[src/hw/rtl/poll_reply_line_parser_assert.svh]
// assertion macros for the poll reply line parser
`ifndef POLL_REPLY_LINE_PARSER_ASSERT_SVH
`define POLL_REPLY_LINE_PARSER_ASSERT_SVH

// same-cycle implication
`define PRLP_ASSERT_IMP(label, ante, cons, msg) \
  label: assert property (@(posedge clk) disable iff (rst) (ante) |-> (cons)) else $error(msg);

// next-cycle implication
`define PRLP_ASSERT_NEXT(label, ante, cons, msg) \
  label: assert property (@(posedge clk) disable iff (rst) (ante) |=> (cons)) else $error(msg);

`endif

[src/hw/rtl/prlp_pkg.sv]
// ----------------------------------------------------------------------------
// prlp_pkg
// Shared types, codes and constants of the poll reply line parser.
// ----------------------------------------------------------------------------
`timescale 1ns / 1ps

package prlp_pkg;

  localparam int LINE_BUFFER_BYTES_DEF = 256;
  localparam int QUEUE_DEPTH_DEF       = 4;

  localparam logic [2:0] STATUS_NONE      = 3'd0;
  localparam logic [2:0] STATUS_FOUND     = 3'd1;
  localparam logic [2:0] STATUS_MALFORMED = 3'd2;
  localparam logic [2:0] STATUS_ZERO_BYTE = 3'd3;
  localparam logic [2:0] STATUS_TOO_LONG  = 3'd4;

  localparam logic [7:0] CH_NUL   = 8'h00;
  localparam logic [7:0] CH_NL    = 8'h0A;
  localparam logic [7:0] CH_CR    = 8'h0D;
  localparam logic [7:0] CH_SPACE = 8'h20;

  typedef struct packed {
    logic       is_zero;
    logic       is_nl;
    logic       is_cr;
    logic       is_space;
    logic       is_dec;
    logic       is_hex;
    logic [3:0] nib;
    logic [7:0] ch;
  } byte_class_t;

  typedef struct packed {
    logic [2:0]  status;
    logic [31:0] nonce;
    logic [31:0] hash_word;
    logic [63:0] hash_count;
    logic [31:0] last_hash_word;
  } result_t;

  // expected prefix letter, zero past the end
  function automatic logic [7:0] prefix_char(input logic found, input logic [2:0] idx);
    logic [7:0] c;
    c = 8'h00;
    if (found) begin
      unique case (idx)
        3'd0: c = "F";
        3'd1: c = "O";
        3'd2: c = "U";
        3'd3: c = "N";
        3'd4: c = "D";
        3'd5: c = " ";
        default: c = 8'h00;
      endcase
    end else begin
      unique case (idx)
        3'd0: c = "N";
        3'd1: c = "O";
        3'd2: c = "N";
        3'd3: c = "E";
        3'd4: c = " ";
        default: c = 8'h00;
      endcase
    end
    return c;
  endfunction

endpackage

[src/hw/rtl/prlp_front.sv]
// ----------------------------------------------------------------------------
// prlp_front
// Accepts received bytes and classifies each one for the parser queue.
// ----------------------------------------------------------------------------
`timescale 1ns / 1ps

module prlp_front
  import prlp_pkg::*;
(
  input  logic        push,
  input  logic        q_full,
  input  logic [7:0]  rx_byte,
  output logic        enq,
  output byte_class_t enq_data
);

  logic is_lower;
  logic is_upper;

  assign enq = push && !q_full;

  always_comb begin
    is_lower          = (rx_byte >= "a") && (rx_byte <= "f");
    is_upper          = (rx_byte >= "A") && (rx_byte <= "F");
    enq_data.ch       = rx_byte;
    enq_data.is_zero  = (rx_byte == CH_NUL);
    enq_data.is_nl    = (rx_byte == CH_NL);
    enq_data.is_cr    = (rx_byte == CH_CR);
    enq_data.is_space = (rx_byte == CH_SPACE);
    enq_data.is_dec   = (rx_byte >= "0") && (rx_byte <= "9");
    enq_data.is_hex   = enq_data.is_dec || is_lower || is_upper;
    if (enq_data.is_dec) begin
      enq_data.nib = rx_byte[3:0];
    end else begin
      enq_data.nib = rx_byte[3:0] + 4'd9;
    end
  end

endmodule

[src/hw/rtl/prlp_queue.sv]
// ----------------------------------------------------------------------------
// prlp_queue
// Short queue of classified bytes between the front and the parser.
// ----------------------------------------------------------------------------
`timescale 1ns / 1ps

module prlp_queue
  import prlp_pkg::*;
#(
  parameter int QUEUE_DEPTH = QUEUE_DEPTH_DEF
) (
  input  logic        clk,
  input  logic        rst,
  input  logic        wr,
  input  byte_class_t wr_data,
  input  logic        rd,
  output byte_class_t rd_data,
  output logic        not_empty,
  output logic        is_full,
  output logic [$clog2(QUEUE_DEPTH+1)-1:0] count
);

  localparam int PW = $clog2(QUEUE_DEPTH);
  localparam int CW = $clog2(QUEUE_DEPTH + 1);

  byte_class_t   slots [QUEUE_DEPTH];
  logic [PW-1:0] wptr;
  logic [PW-1:0] rptr;

  assign rd_data   = slots[rptr];
  assign not_empty = (count != '0);
  assign is_full   = (count == CW'(QUEUE_DEPTH));

  always_ff @(posedge clk) begin
    if (wr) begin
      slots[wptr] <= wr_data;
    end
  end

  always_ff @(posedge clk) begin
    if (rst) begin
      wptr  <= '0;
      rptr  <= '0;
      count <= '0;
    end else begin
      if (wr) begin
        wptr <= (wptr == PW'(QUEUE_DEPTH - 1)) ? '0 : wptr + 1'b1;
      end
      if (rd) begin
        rptr <= (rptr == PW'(QUEUE_DEPTH - 1)) ? '0 : rptr + 1'b1;
      end
      if (wr && !rd) begin
        count <= count + 1'b1;
      end else if (rd && !wr) begin
        count <= count - 1'b1;
      end
    end
  end

endmodule

[src/hw/rtl/prlp_back.sv]
// ----------------------------------------------------------------------------
// prlp_back
// Line parser: walks the reply layout one byte per cycle and holds the result; an unpopped result stalls it.
// ----------------------------------------------------------------------------
`timescale 1ns / 1ps

module prlp_back
  import prlp_pkg::*;
#(
  parameter int LINE_BUFFER_BYTES = LINE_BUFFER_BYTES_DEF
) (
  input  logic        clk,
  input  logic        rst,
  input  logic        q_valid,
  input  byte_class_t q_data,
  output logic        q_pop,
  input  logic        pop,
  output logic        res_valid,
  output result_t     res
);

  localparam int LW = $clog2(LINE_BUFFER_BYTES);

  localparam logic [3:0] S_PREFIX    = 4'd0;
  localparam logic [3:0] S_NONCE     = 4'd1;
  localparam logic [3:0] S_SP1       = 4'd2;
  localparam logic [3:0] S_HASH      = 4'd3;
  localparam logic [3:0] S_SP2       = 4'd4;
  localparam logic [3:0] S_DEC_FIRST = 4'd5;
  localparam logic [3:0] S_DEC_MORE  = 4'd6;
  localparam logic [3:0] S_LAST      = 4'd7;
  localparam logic [3:0] S_DONE      = 4'd8;

  logic [3:0]    step, step_next;
  logic [2:0]    dcnt, dcnt_next;
  logic [LW-1:0] len, len_next;
  logic          cr_pending, cr_pending_next;
  logic          bad, bad_next;
  logic          found, found_next;
  logic [31:0]   nonce_acc, nonce_acc_next;
  logic [31:0]   hash_acc, hash_acc_next;
  logic [63:0]   count_acc, count_acc_next;
  logic          ovf, ovf_next;
  logic [31:0]   last_acc, last_acc_next;

  logic          emit;
  logic          restart;
  result_t       res_next;
  logic          found_eff;
  logic [2:0]    pfx_len;
  logic [67:0]   dec_sum;

  assign q_pop = q_valid && (!res_valid || pop);

  always_comb begin
    step_next       = step;
    dcnt_next       = dcnt;
    len_next        = len;
    cr_pending_next = cr_pending;
    bad_next        = bad;
    found_next      = found;
    nonce_acc_next  = nonce_acc;
    hash_acc_next   = hash_acc;
    count_acc_next  = count_acc;
    ovf_next        = ovf;
    last_acc_next   = last_acc;
    emit            = 1'b0;
    restart         = 1'b0;
    res_next        = '0;
    found_eff       = (dcnt == 3'd0) ? (q_data.ch == "F") : found;
    pfx_len         = found_eff ? 3'd6 : 3'd5;
    dec_sum         = {1'b0, count_acc, 3'b000} + {3'b000, count_acc, 1'b0}
                      + {64'd0, q_data.nib};

    if (q_data.is_zero) begin
      emit            = 1'b1;
      restart         = 1'b1;
      res_next.status = STATUS_ZERO_BYTE;
    end else if (q_data.is_nl) begin
      emit    = 1'b1;
      restart = 1'b1;
      if (!bad && !ovf && step == S_DONE) begin
        res_next.status         = found ? STATUS_FOUND : STATUS_NONE;
        res_next.nonce          = found ? nonce_acc : 32'd0;
        res_next.hash_word      = found ? hash_acc : 32'd0;
        res_next.hash_count     = count_acc;
        res_next.last_hash_word = last_acc;
      end else begin
        res_next.status = STATUS_MALFORMED;
      end
    end else begin
      bad_next        = bad || cr_pending;
      cr_pending_next = q_data.is_cr;
      if (!q_data.is_cr && !bad_next) begin
        unique case (step)
          S_PREFIX: begin
            found_next = found_eff;
            if (prefix_char(found_eff, dcnt) != q_data.ch) begin
              bad_next = 1'b1;
            end else if (dcnt + 3'd1 == pfx_len) begin
              dcnt_next = 3'd0;
              step_next = found_eff ? S_NONCE : S_DEC_FIRST;
            end else begin
              dcnt_next = dcnt + 3'd1;
            end
          end
          S_NONCE: begin
            if (!q_data.is_hex) begin
              bad_next = 1'b1;
            end else begin
              nonce_acc_next = {nonce_acc[27:0], q_data.nib};
              dcnt_next      = dcnt + 3'd1;
              if (dcnt == 3'd7) begin
                step_next = S_SP1;
              end
            end
          end
          S_SP1: begin
            if (!q_data.is_space) begin
              bad_next = 1'b1;
            end else begin
              step_next = S_HASH;
            end
          end
          S_HASH: begin
            if (!q_data.is_hex) begin
              bad_next = 1'b1;
            end else begin
              hash_acc_next = {hash_acc[27:0], q_data.nib};
              dcnt_next     = dcnt + 3'd1;
              if (dcnt == 3'd7) begin
                step_next = S_SP2;
              end
            end
          end
          S_SP2: begin
            if (!q_data.is_space) begin
              bad_next = 1'b1;
            end else begin
              step_next = S_DEC_FIRST;
            end
          end
          S_DEC_FIRST, S_DEC_MORE: begin
            if (q_data.is_dec) begin
              if (dec_sum[67:64] != 4'd0) begin
                ovf_next = 1'b1;
              end else begin
                count_acc_next = dec_sum[63:0];
              end
              step_next = S_DEC_MORE;
            end else if (q_data.is_space && step == S_DEC_MORE) begin
              step_next = S_LAST;
              dcnt_next = 3'd0;
            end else begin
              bad_next = 1'b1;
            end
          end
          S_LAST: begin
            if (!q_data.is_hex) begin
              bad_next = 1'b1;
            end else begin
              last_acc_next = {last_acc[27:0], q_data.nib};
              dcnt_next     = dcnt + 3'd1;
              if (dcnt == 3'd7) begin
                step_next = S_DONE;
              end
            end
          end
          default: begin
            bad_next = 1'b1;
          end
        endcase
      end
      if (len == LW'(LINE_BUFFER_BYTES - 2)) begin
        emit            = 1'b1;
        restart         = 1'b1;
        res_next.status = STATUS_TOO_LONG;
      end else begin
        len_next = len + 1'b1;
      end
    end

    if (restart) begin
      step_next       = S_PREFIX;
      dcnt_next       = 3'd0;
      len_next        = '0;
      cr_pending_next = 1'b0;
      bad_next        = 1'b0;
      found_next      = 1'b0;
      nonce_acc_next  = '0;
      hash_acc_next   = '0;
      count_acc_next  = '0;
      ovf_next        = 1'b0;
      last_acc_next   = '0;
    end
  end

  always_ff @(posedge clk) begin
    if (rst) begin
      step       <= S_PREFIX;
      dcnt       <= 3'd0;
      len        <= '0;
      cr_pending <= 1'b0;
      bad        <= 1'b0;
      found      <= 1'b0;
      nonce_acc  <= '0;
      hash_acc   <= '0;
      count_acc  <= '0;
      ovf        <= 1'b0;
      last_acc   <= '0;
    end else if (q_pop) begin
      step       <= step_next;
      dcnt       <= dcnt_next;
      len        <= len_next;
      cr_pending <= cr_pending_next;
      bad        <= bad_next;
      found      <= found_next;
      nonce_acc  <= nonce_acc_next;
      hash_acc   <= hash_acc_next;
      count_acc  <= count_acc_next;
      ovf        <= ovf_next;
      last_acc   <= last_acc_next;
    end
  end

  // result holding register
  always_ff @(posedge clk) begin
    if (rst) begin
      res_valid <= 1'b0;
    end else if (q_pop) begin
      res_valid <= emit;
    end else if (pop) begin
      res_valid <= 1'b0;
    end
  end

  always_ff @(posedge clk) begin
    if (q_pop && emit) begin
      res <= res_next;
    end
  end

endmodule

[src/hw/rtl/poll_reply_line_parser.sv]
// ----------------------------------------------------------------------------
// poll_reply_line_parser
// Parses FOUND / NONE poll reply lines fed one byte per transaction.
// ----------------------------------------------------------------------------
// Takes one byte per clock cycle in steady state. A byte is registered in the
// input queue before the parser can take it, and its result, when the byte
// ends a line or aborts it, is offered on the result side in the cycle after
// the parser takes it. The rate is set by the parser update, whose longest
// path is the 64-bit times-ten add of the decimal count. A held result that
// is not popped stalls the parser, and the input queue then fills and raises
// full.
`timescale 1ns / 1ps

module poll_reply_line_parser
  import prlp_pkg::*;
#(
  parameter int LINE_BUFFER_BYTES = LINE_BUFFER_BYTES_DEF,
  parameter int QUEUE_DEPTH       = QUEUE_DEPTH_DEF
) (
  input  logic        clk,
  input  logic        rst,
  input  logic        push,
  output logic        full,
  input  logic [7:0]  rx_byte,
  output logic        empty,
  input  logic        pop,
  output logic [2:0]  status,
  output logic [31:0] nonce,
  output logic [31:0] hash_word,
  output logic [63:0] hash_count,
  output logic [31:0] last_hash_word
);

`include "poll_reply_line_parser_assert.svh"

  logic        enq;
  byte_class_t enq_data;
  byte_class_t q_data;
  logic        q_valid;
  logic        q_pop;
  logic        res_valid;
  result_t     res;
  logic [$clog2(QUEUE_DEPTH+1)-1:0] q_count;

  prlp_front u_front (
    .push     (push),
    .q_full   (full),
    .rx_byte  (rx_byte),
    .enq      (enq),
    .enq_data (enq_data)
  );

  prlp_queue #(
    .QUEUE_DEPTH (QUEUE_DEPTH)
  ) u_queue (
    .clk       (clk),
    .rst       (rst),
    .wr        (enq),
    .wr_data   (enq_data),
    .rd        (q_pop),
    .rd_data   (q_data),
    .not_empty (q_valid),
    .is_full   (full),
    .count     (q_count)
  );

  prlp_back #(
    .LINE_BUFFER_BYTES (LINE_BUFFER_BYTES)
  ) u_back (
    .clk       (clk),
    .rst       (rst),
    .q_valid   (q_valid),
    .q_data    (q_data),
    .q_pop     (q_pop),
    .pop       (pop),
    .res_valid (res_valid),
    .res       (res)
  );

  assign empty          = !res_valid;
  assign status         = res.status;
  assign nonce          = res.nonce;
  assign hash_word      = res.hash_word;
  assign hash_count     = res.hash_count;
  assign last_hash_word = res.last_hash_word;

  `PRLP_ASSERT_IMP(a_found_fields, !empty && status != STATUS_FOUND, nonce == 32'd0 && hash_word == 32'd0, "nonce or hash set on a non-found result")
  `PRLP_ASSERT_IMP(a_error_fields, !empty && (status == STATUS_MALFORMED || status == STATUS_ZERO_BYTE || status == STATUS_TOO_LONG), hash_count == 64'd0 && last_hash_word == 32'd0, "error result carries data")
  `PRLP_ASSERT_IMP(a_status_range, !empty, status == STATUS_NONE || status == STATUS_FOUND || status == STATUS_MALFORMED || status == STATUS_ZERO_BYTE || status == STATUS_TOO_LONG, "status code out of range")
  `PRLP_ASSERT_NEXT(a_queue_fill, enq && !q_pop, q_count != '0, "queue lost an enqueued byte")

endmodule

[config.mk]
export PLATFORM = sky130hd
export DESIGN_NAME = poll_reply_line_parser
export DESIGN_NICKNAME = d
export VERILOG_FILES = /design/src/hw/rtl/prlp_pkg.sv /design/src/hw/rtl/prlp_front.sv /design/src/hw/rtl/prlp_queue.sv /design/src/hw/rtl/prlp_back.sv /design/src/hw/rtl/poll_reply_line_parser.sv
export VERILOG_INCLUDE_DIRS = /design/src /design/src/hw/rtl
export SDC_FILE = /design/constraint.sdc
export NUM_CORES = 1
export LEC_CHECK = 0
export ABC_AREA = 0
export BUFFER_PORTS_ARGS = -buffer_cell sky130_fd_sc_hd__buf_2
export CORE_ASPECT_RATIO = 1.4
export CORE_MARGIN = 5
export CORE_UTILIZATION = 62
export CTS_BUF_LIST = sky130_fd_sc_hd__clkbuf_4
export CTS_CLUSTER_SIZE = 40
export DETAILED_ROUTE_END_ITERATION = 8
export GPL_TIMING_DRIVEN = 0
export PLACE_DENSITY = 0.85
export SYNTH_ARGS = -nofsm -noshare
export SYNTH_HDL_FRONTEND = slang
export SYNTH_SLANG_ARGS = --single-unit
[constraint.sdc]
create_clock -name clk -period 13.4 [get_ports clk]
set_clock_uncertainty 0.15 [all_clocks]
set_input_delay 1.34 -clock clk [delete_from_list [all_inputs] [get_ports clk]]
set_output_delay 1.34 -clock clk [all_outputs]
set_load 0.05 [all_outputs]
==> flow_summary.ini, run 1 <==
[status]
status = completed

[critical_path]
critPathBufInv = 4
slowest_delay_ns = 0.48
crit_required_ns = 13.95
cp_max_fo = 10
arrival_ns = 6.64
cp_slowest_cell = fa_1
cp_cell_sequence = clkbuf_1, buf_2, mux4_2, inv_1, fa_1, fa_1, nand2b_1, a21o_1, a21oi_1, a31oi_1, o21ai_1, a21boi_0, nand4b_1, a32oi_2, nand3_2, buf_2, o2bb2ai_1
critPathTopFamily = compound AO/OA/AOI/OAI gates
startpoint_type = flop
worstSetupPathType = reg -> reg
end_kind = flop

[pwr]
p_clk_frac = 0.220
comb_power_share = 0.398
p_int_mw = 2.66
p_sw_mw = 2.10
p_seq_frac = 0.382
powerDensity_nw_per_um2 = 200
p_leak_nw = 9.80
swShare = 0.442
ir_drop_uv = 170
total_power_mw = 4.76

[clocking]
cts_num_sinks = 424
cts_tree = built
ctsHoldBuffers = 0
post_cts_resized = 0
clk_path_buf_depth = 3
numCtsBuffers = 96
cts_root_buffer = clkbuf_4
htreeDepth = 3
clk_pin_slew_ns = 0.07
cts_setup_buffers = 0
clk_latency_ns = 0.80

[floorplan]
chipHeight_um = 228
fp-row-count = 79
start_util = 0.630
coreArea_sq_um = 33300
fp.dieW_um = 165
die_area_sq_um = 37700
io_pins = 177

[sta]
hold_viol_final = 0
setup_viol = 0
post-route-period-util = 0.455
rsz0062_at_grt = no
finalCriticalPeriod_ns = 6.09
worstMarginPinSlew_ns = 1.31
fin_tns_setup_ns = 0
fin_ws_ns = 7.31
max_freq_mhz = 164
drv_slew = 0
relSlewSlack = 0.122

[final_layout]
drive_above_1_share = 0.180
fillers = 2372
fin_nets = 2391
area_growth_pct = 13.5
fin_area_sq_um = 23800

[logic_synthesis]
synth_cell_types = 80
yosysWarnings = 0
syn_area_per_cell_sq_um = 10.7
syn_nets = 2114
ys.flop_type = edfxtp_1
synthCells = 1954
async_flop_share = 0
synth_top_area_frac = 0.336
ys_seq_elements = 424
synth_area_sq_um = 21000
synth.area.top_cells = edfxtp_1, dfxtp_1, ha_1
synth_edf_count = 235
ys_seq_area_frac = 0.517
synth_area_leader_cell = edfxtp_1

[global_routing]
track_usage = 0.267
grt_pass1_wl_mm = 80.6
first_global_vias = 16300
antenna_found_initial = 1
grt_overflow = 0
grt_max_degree = 42

[placed_design]
port_buffers = 175
place_area_sq_um = 22500
dp_hpwl_mm = 37.2
gp_congestion = 0.933
dp_slack_ns = 7.35

[routing]
vias_per_cell = 5.93
vias = 16400
wirelength_mm = 50.7
first_iter_violations = 1143
drcViolationCount = 0
wl_per_cell_um = 18.4
drt-pass1-iter-count = 6
detail-route-antenna-nets = 0

[job]
cap_violations = 0

[worst_hold_path]
hp-class = reg -> reg
## kinds of logic (layout without fill, tap and decap cells)
| logic type | count (synthesis) | in the layout | share of synthesized area |
|---|---|---|---|
| AO/OA/AOI/OAI | 454 | 454 | 0.145 |
| XOR/XNOR | 70 | 70 | 0.0292 |
| adder cells (fa/ha/maj) | 148 | 148 | 0.0893 |
| buffers and inverters | 159 | 519 | 0.0320 |
| flip-flops | 424 | 424 | 0.517 |
| multiplexers | 35 | 35 | 0.0275 |
| other | 0 | 3 | 0 |
| AND/OR/NAND/NOR | 664 | 664 | 0.161 |
## worst paths after layout
kind / startpoint / end / slack [ns] / depth (start not counted)
worst max register to register: flop / u_back.count_acc[51]$_SDFFE_PP0P_ / 7.31 / 17
worst min register to register: u_back.nonce_acc[28]$_SDFFE_PP0P_ / u_back.nonce_acc[28]$_SDFFE_PP0P_ / 0.30 / 2
worst min-delay path: u_back.nonce_acc[28]$_SDFFE_PP0P_ / u_back.nonce_acc[28]$_SDFFE_PP0P_ / 0.30 / 2
worst max-delay path: flop / u_back.count_acc[51]$_SDFFE_PP0P_ / 7.31 / 17
## cell usage in the layout (no fill, tap or decap), types with 7 or more instances in the layout
cell and count:
edfxtp_1 235, buf_2 213, dfxtp_1 189, nand2_1 169, a21oi_1 161, ha_1 145, clkbuf_4 136, and2_1 112
nor2_1 104, nand3_1 79, and3_1 74, clkbuf_1 68, o21ai_0 56, o2bb2ai_1 46, inv_1 44, xnor2_1 40
a22oi_1 34, xor2_1 30, a21o_1 28, nor3_1 26, clkinv_1 26, nand4_1 25, mux4_2 18, nand2b_1 18
o21bai_1 16, mux2i_1 15, nor2b_1 14, a31oi_1 13, o21a_1 11, clkinv_2 11, a211oi_1 10, a22o_1 10
or2_2 8, o211ai_1 8, nor3b_1 7, or3_1 7
## power groups by stage
stage | Combinational (mW) | Clock, mW | Sequential [mW]
after floorplan | 0.611 | 0 | 2.71
after global placement | 1.83 | 0 | 1.95
after detailed placement | 1.90 | 0 | 1.84
after CTS | 1.90 | 1.07 | 1.82
after global routing | 2.00 | 1.14 | 1.84
final | 1.90 | 1.05 | 1.82
## per-stage QoR
stage | hold WS [ns] | utilization | instances
4_1_cts | 0.300 | 0.715 | 2759
3_3_place_gp | 0.283 | 0.673 | 2574
6_report | 0.302 | 0.715 | 2762
5_1_grt | 0.330 | 0.715 | 2761
3_5_place_dp | 0.295 | 0.676 | 2578
2_1_floorplan | 0.277 | - | 1954
## layer usage
| layer | global-route usage | up-vias | wire [um] |
|---|---|---|---|
| li1 | - | 7808 | - |
| met1 | 0.302 | 7785 | 19300 |
| met2 | 0.482 | 627 | 26100 |
| met3 | 0.0449 | 149 | 2950 |
| met4 | 0.137 | 0 | 2360 |
| met5 | 0 | - | 0 |
## cell usage after synthesis (4+ instances only)
library cell / n
nand2b_1: 18
xnor2_1: 40
mux4_2: 18
buf_2: 38
ha_1: 145
a221o_1: 5
nand4_1: 25
clkbuf_1: 68
o31ai_1: 5
o21bai_1: 16
nor3b_1: 7
o2bb2ai_1: 46
edfxtp_1: 235
or2_2: 8
o31a_1: 5
nor2_1: 105
o21ai_1: 5
o21a_1: 11
o211ai_1: 8
xor2_1: 30
inv_1: 44
buf_1: 5
a21oi_1: 161
nor2b_1: 14
a211o_1: 5
a22o_1: 10
or3_1: 7
nor4_1: 6
a31oi_1: 13
o21ai_0: 56
and2_1: 112
dfxtp_1: 189
a22oi_1: 34
a21boi_0: 4
a211oi_1: 10
and3_1: 74
nand2_1: 169
a21o_1: 28
nor3_1: 26
mux2i_1: 15
nand3_1: 79
## area by class of cell
cell class                 count  area (sq um)  share of cell area
antenna                        3          7.51            0.000315
buffer                       115           505              0.0212
tap                          445           557              0.0234
inverter                      44           165             0.00693
timing repair buffer         179           956              0.0401
clock inverter                45           284              0.0119
clock buffer                 136          1020              0.0429
multi-input combinational   1371          9480               0.398
sequential                   424         10800               0.455
## sequential cells by signal, indices dropped and copies added (netlist names), named ones only
| register | count |
|---|---|
| u_queue.wptr | 2 |
| u_back.step | 4 |
| u_back.found | 1 |
| u_back.last_acc | 32 |
| u_back.ovf | 1 |
| u_queue.rptr | 2 |
| u_back.bad | 1 |
| u_queue.slots | 72 |
| u_queue.count | 3 |
| u_back.nonce_acc | 32 |
| u_back.cr_pending | 1 |
| u_back.hash_acc | 32 |
| u_back.res_valid | 1 |
| u_back.res | 163 |
| u_back.len | 8 |
| u_back.count_acc | 64 |
| u_back.dcnt | 3 |
## worst min-delay path, delay by kind of cell (launching register included)
family             cells  cell delay (ns)
AOI/OAI and AO/OA      1             0.05
DFF                    1             0.31
and+or+nand+nor        1             0.05
(Power assumes the default switching activity.)
==> run 2, diff against run 1 <==
--- a/config.mk
+++ b/config.mk
@@ -10,12 +10,12 @@
 export BUFFER_PORTS_ARGS = -buffer_cell sky130_fd_sc_hd__buf_2
 export CORE_ASPECT_RATIO = 1.4
 export CORE_MARGIN = 5
-export CORE_UTILIZATION = 62
+export CORE_UTILIZATION = 56
 export CTS_BUF_LIST = sky130_fd_sc_hd__clkbuf_4
 export CTS_CLUSTER_SIZE = 40
 export DETAILED_ROUTE_END_ITERATION = 8
 export GPL_TIMING_DRIVEN = 0
-export PLACE_DENSITY = 0.85
+export PLACE_DENSITY = 0.81
 export SYNTH_ARGS = -nofsm -noshare
 export SYNTH_HDL_FRONTEND = slang
 export SYNTH_SLANG_ARGS = --single-unit
==> constraint.sdc (replaced) <==
create_clock -name clk -period 5.4 [get_ports clk]
set_clock_uncertainty 0.15 [all_clocks]
set_input_delay 0.54 -clock clk [delete_from_list [all_inputs] [get_ports clk]]
set_output_delay 0.54 -clock clk [all_outputs]
set_load 0.05 [all_outputs]
==> flow_summary.ini, run 2 (synthesis gave the netlist of run 1 again) <==
[placed_design]
place_area_sq_um = 22600
dp_slack_ns = -0.678
port_buffers = 175
dp_hpwl_mm = 38.1
gp_congestion = 0.961

[final_layout]
largestRegisters = u_back.res: 163 flops, u_queue.slots: 72 flops, u_back.count_acc: 64 flops
area_growth_pct = 14.7
drive_above_1_share = 0.186
fillers = 2915
largest_reg_flops = 163
final_common_cell = edfxtp_1
mostFrequentLayoutCells = edfxtp_1, buf_2, dfxtp_1, nand2_1, a21oi_1
multiInputGateArea_sq_um = 9540
top_register = u_back.res
seq_area_sq_um = 10800
fin_nets = 2406
utilization = 0.645
fin_area_sq_um = 24100

[sta]
post-route-period-util = 0.963
fin_tns_setup_ns = 0
setup_viol = 0
finalCriticalPeriod_ns = 5.20
fin_ws_ns = 0.200
rsz0062_at_grt = no
worstMarginPinSlew_ns = 1.37
max_freq_mhz = 192
hold_viol_final = 0
relSlewSlack = 0.0849
drv_slew = 0

[critical_path]
crit_path_frequent_cell = fa_1
arrival_ns = 5.73
cp_max_fo = 10
critPathTopFamily = compound AO/OA/AOI/OAI gates
crit_required_ns = 5.93
cp_cell_sequence = clkbuf_4, mux4_2, inv_1, fa_1, fa_1, nand2b_1, a21o_1, a21oi_1, a31oi_1, o21ai_2, a21boi_1, nand4b_1, a32oi_4, a31oi_4, buf_6, a22o_1
r2r_cells = 16
worstSetupPathType = reg -> reg
startpoint_type = flop
cp.depth = 16
end_kind = flop
slowest_delay_ns = 0.49
cp_slowest_cell = dfxtp_2
critPathBufInv = 3

[floorplan]
fp-row-count = 84
coreArea_sq_um = 37300
chipHeight_um = 239
start_util = 0.562
io_pins = 177
fp.dieW_um = 174
die_area_sq_um = 41500

[global_routing]
grt_pass1_wl_mm = 83.5
antenna_found_initial = 2
first_global_vias = 16800
track_usage = 0.245
grt_overflow = 0
grt_max_degree = 38

[clocking]
clk_path_buf_depth = 3
htreeDepth = 3
clk_latency_ns = 0.80
numCtsBuffers = 96
cts_root_buffer = clkbuf_4
cts_tree = built
clk_pin_slew_ns = 0.07
cts_num_sinks = 424

[routing]
vias = 16300
first_iter_violations = 987
detail-route-antenna-nets = 0
vias_per_cell = 5.81
drcViolationCount = 0
drt-pass1-iter-count = 6
wirelength_mm = 51.5
wl_per_cell_um = 18.4

[job]
cap_violations = 0

[pwr]
total_power_mw = 11.9
p_leak_nw = 9.89
ir_drop_uv = 332
powerDensity_nw_per_um2 = 493

[status]
status = completed

[worst_hold_path]
hold_depth = 3
hp-class = in -> reg
## run 2: changes by cell type in the layout (fill, tap and decap cells not counted), sizes merged, moves of 2 or more
cell / delta
clkbuf: +14
clkinv: -13
dlygate4sd3: +9
buf: +5
bufinv: -2
clkinvlp: +2
## run 2: repair_timing
item	4_1_cts	5_1_grt
endpoints found under the hold margin	36	0
gates resized for setup	13	10
pin swaps	7	3
setup endpoints to repair	65	63
hold buffers	9	0
buffers inserted	6	1
## run 2: worst reg2reg max path, cell delays in order (launching register included)
cell	delay, ns
dfxtp_2	0.49
clkbuf_4	0.30
mux4_2	0.38
inv_1	0.16
fa_1	0.48
fa_1	0.46
nand2b_1	0.18
a21o_1	0.20
a21oi_1	0.26
a31oi_1	0.22
o21ai_2	0.29
a21boi_1	0.18
nand4b_1	0.28
a32oi_4	0.32
a31oi_4	0.27
buf_6	0.25
a22o_1	0.23
## run 2: worst paths after layout
path,endpoint,slack [ns],from
max,u_back.count_acc[45]$_SDFFE_PP0P_,0.20,flop
min,u_back.dcnt[0]$_SDFFE_PP0P_,0.22,rst
max reg2reg,u_back.count_acc[45]$_SDFFE_PP0P_,0.20,flop
min reg2reg,u_back.nonce_acc[31]$_SDFFE_PP0P_,0.30,u_back.nonce_acc[31]$_SDFFE_PP0P_
## run 2: report_power, final
part | switching (mW) | internal, mW
Sequential | 0.233 | 4.28
Clock | 1.25 | 1.32
Combinational | 3.73 | 1.05
Total | 5.22 | 6.64
## run 2: area by class of cell
class,count,share of cell area
clock inverters,31,0.00696
repair buffers,196,0.0471
plain buffers,113,0.0215
inverters,44,0.00686
clock buffers,149,0.0464
flip-flops and latches,424,0.450
multi-input cells,1371,0.396
diodes,2,0.000208
well taps,473,0.0246
## run 2: metal layers
| metal | up-vias | part of all wire | track usage |
|---|---|---|---|
| met5 | - | 0 | 0 |
| met1 | 7808 | 0.39 | 0.273 |
| li1 | 7849 | - | - |
| met4 | 0 | 0.039 | 0.117 |
| met2 | 506 | 0.53 | 0.454 |
| met3 | 128 | 0.047 | 0.0426 |
## run 2: metrics by stage
stage | hold slack, ns | instances
finish | 0.218 | 2803
global placement | 0.286 | 2602
detailed placement | 0.290 | 2607
CTS | 0.124 | 2801
floorplan | 0.277 | 1954
global route | 0.222 | 2803
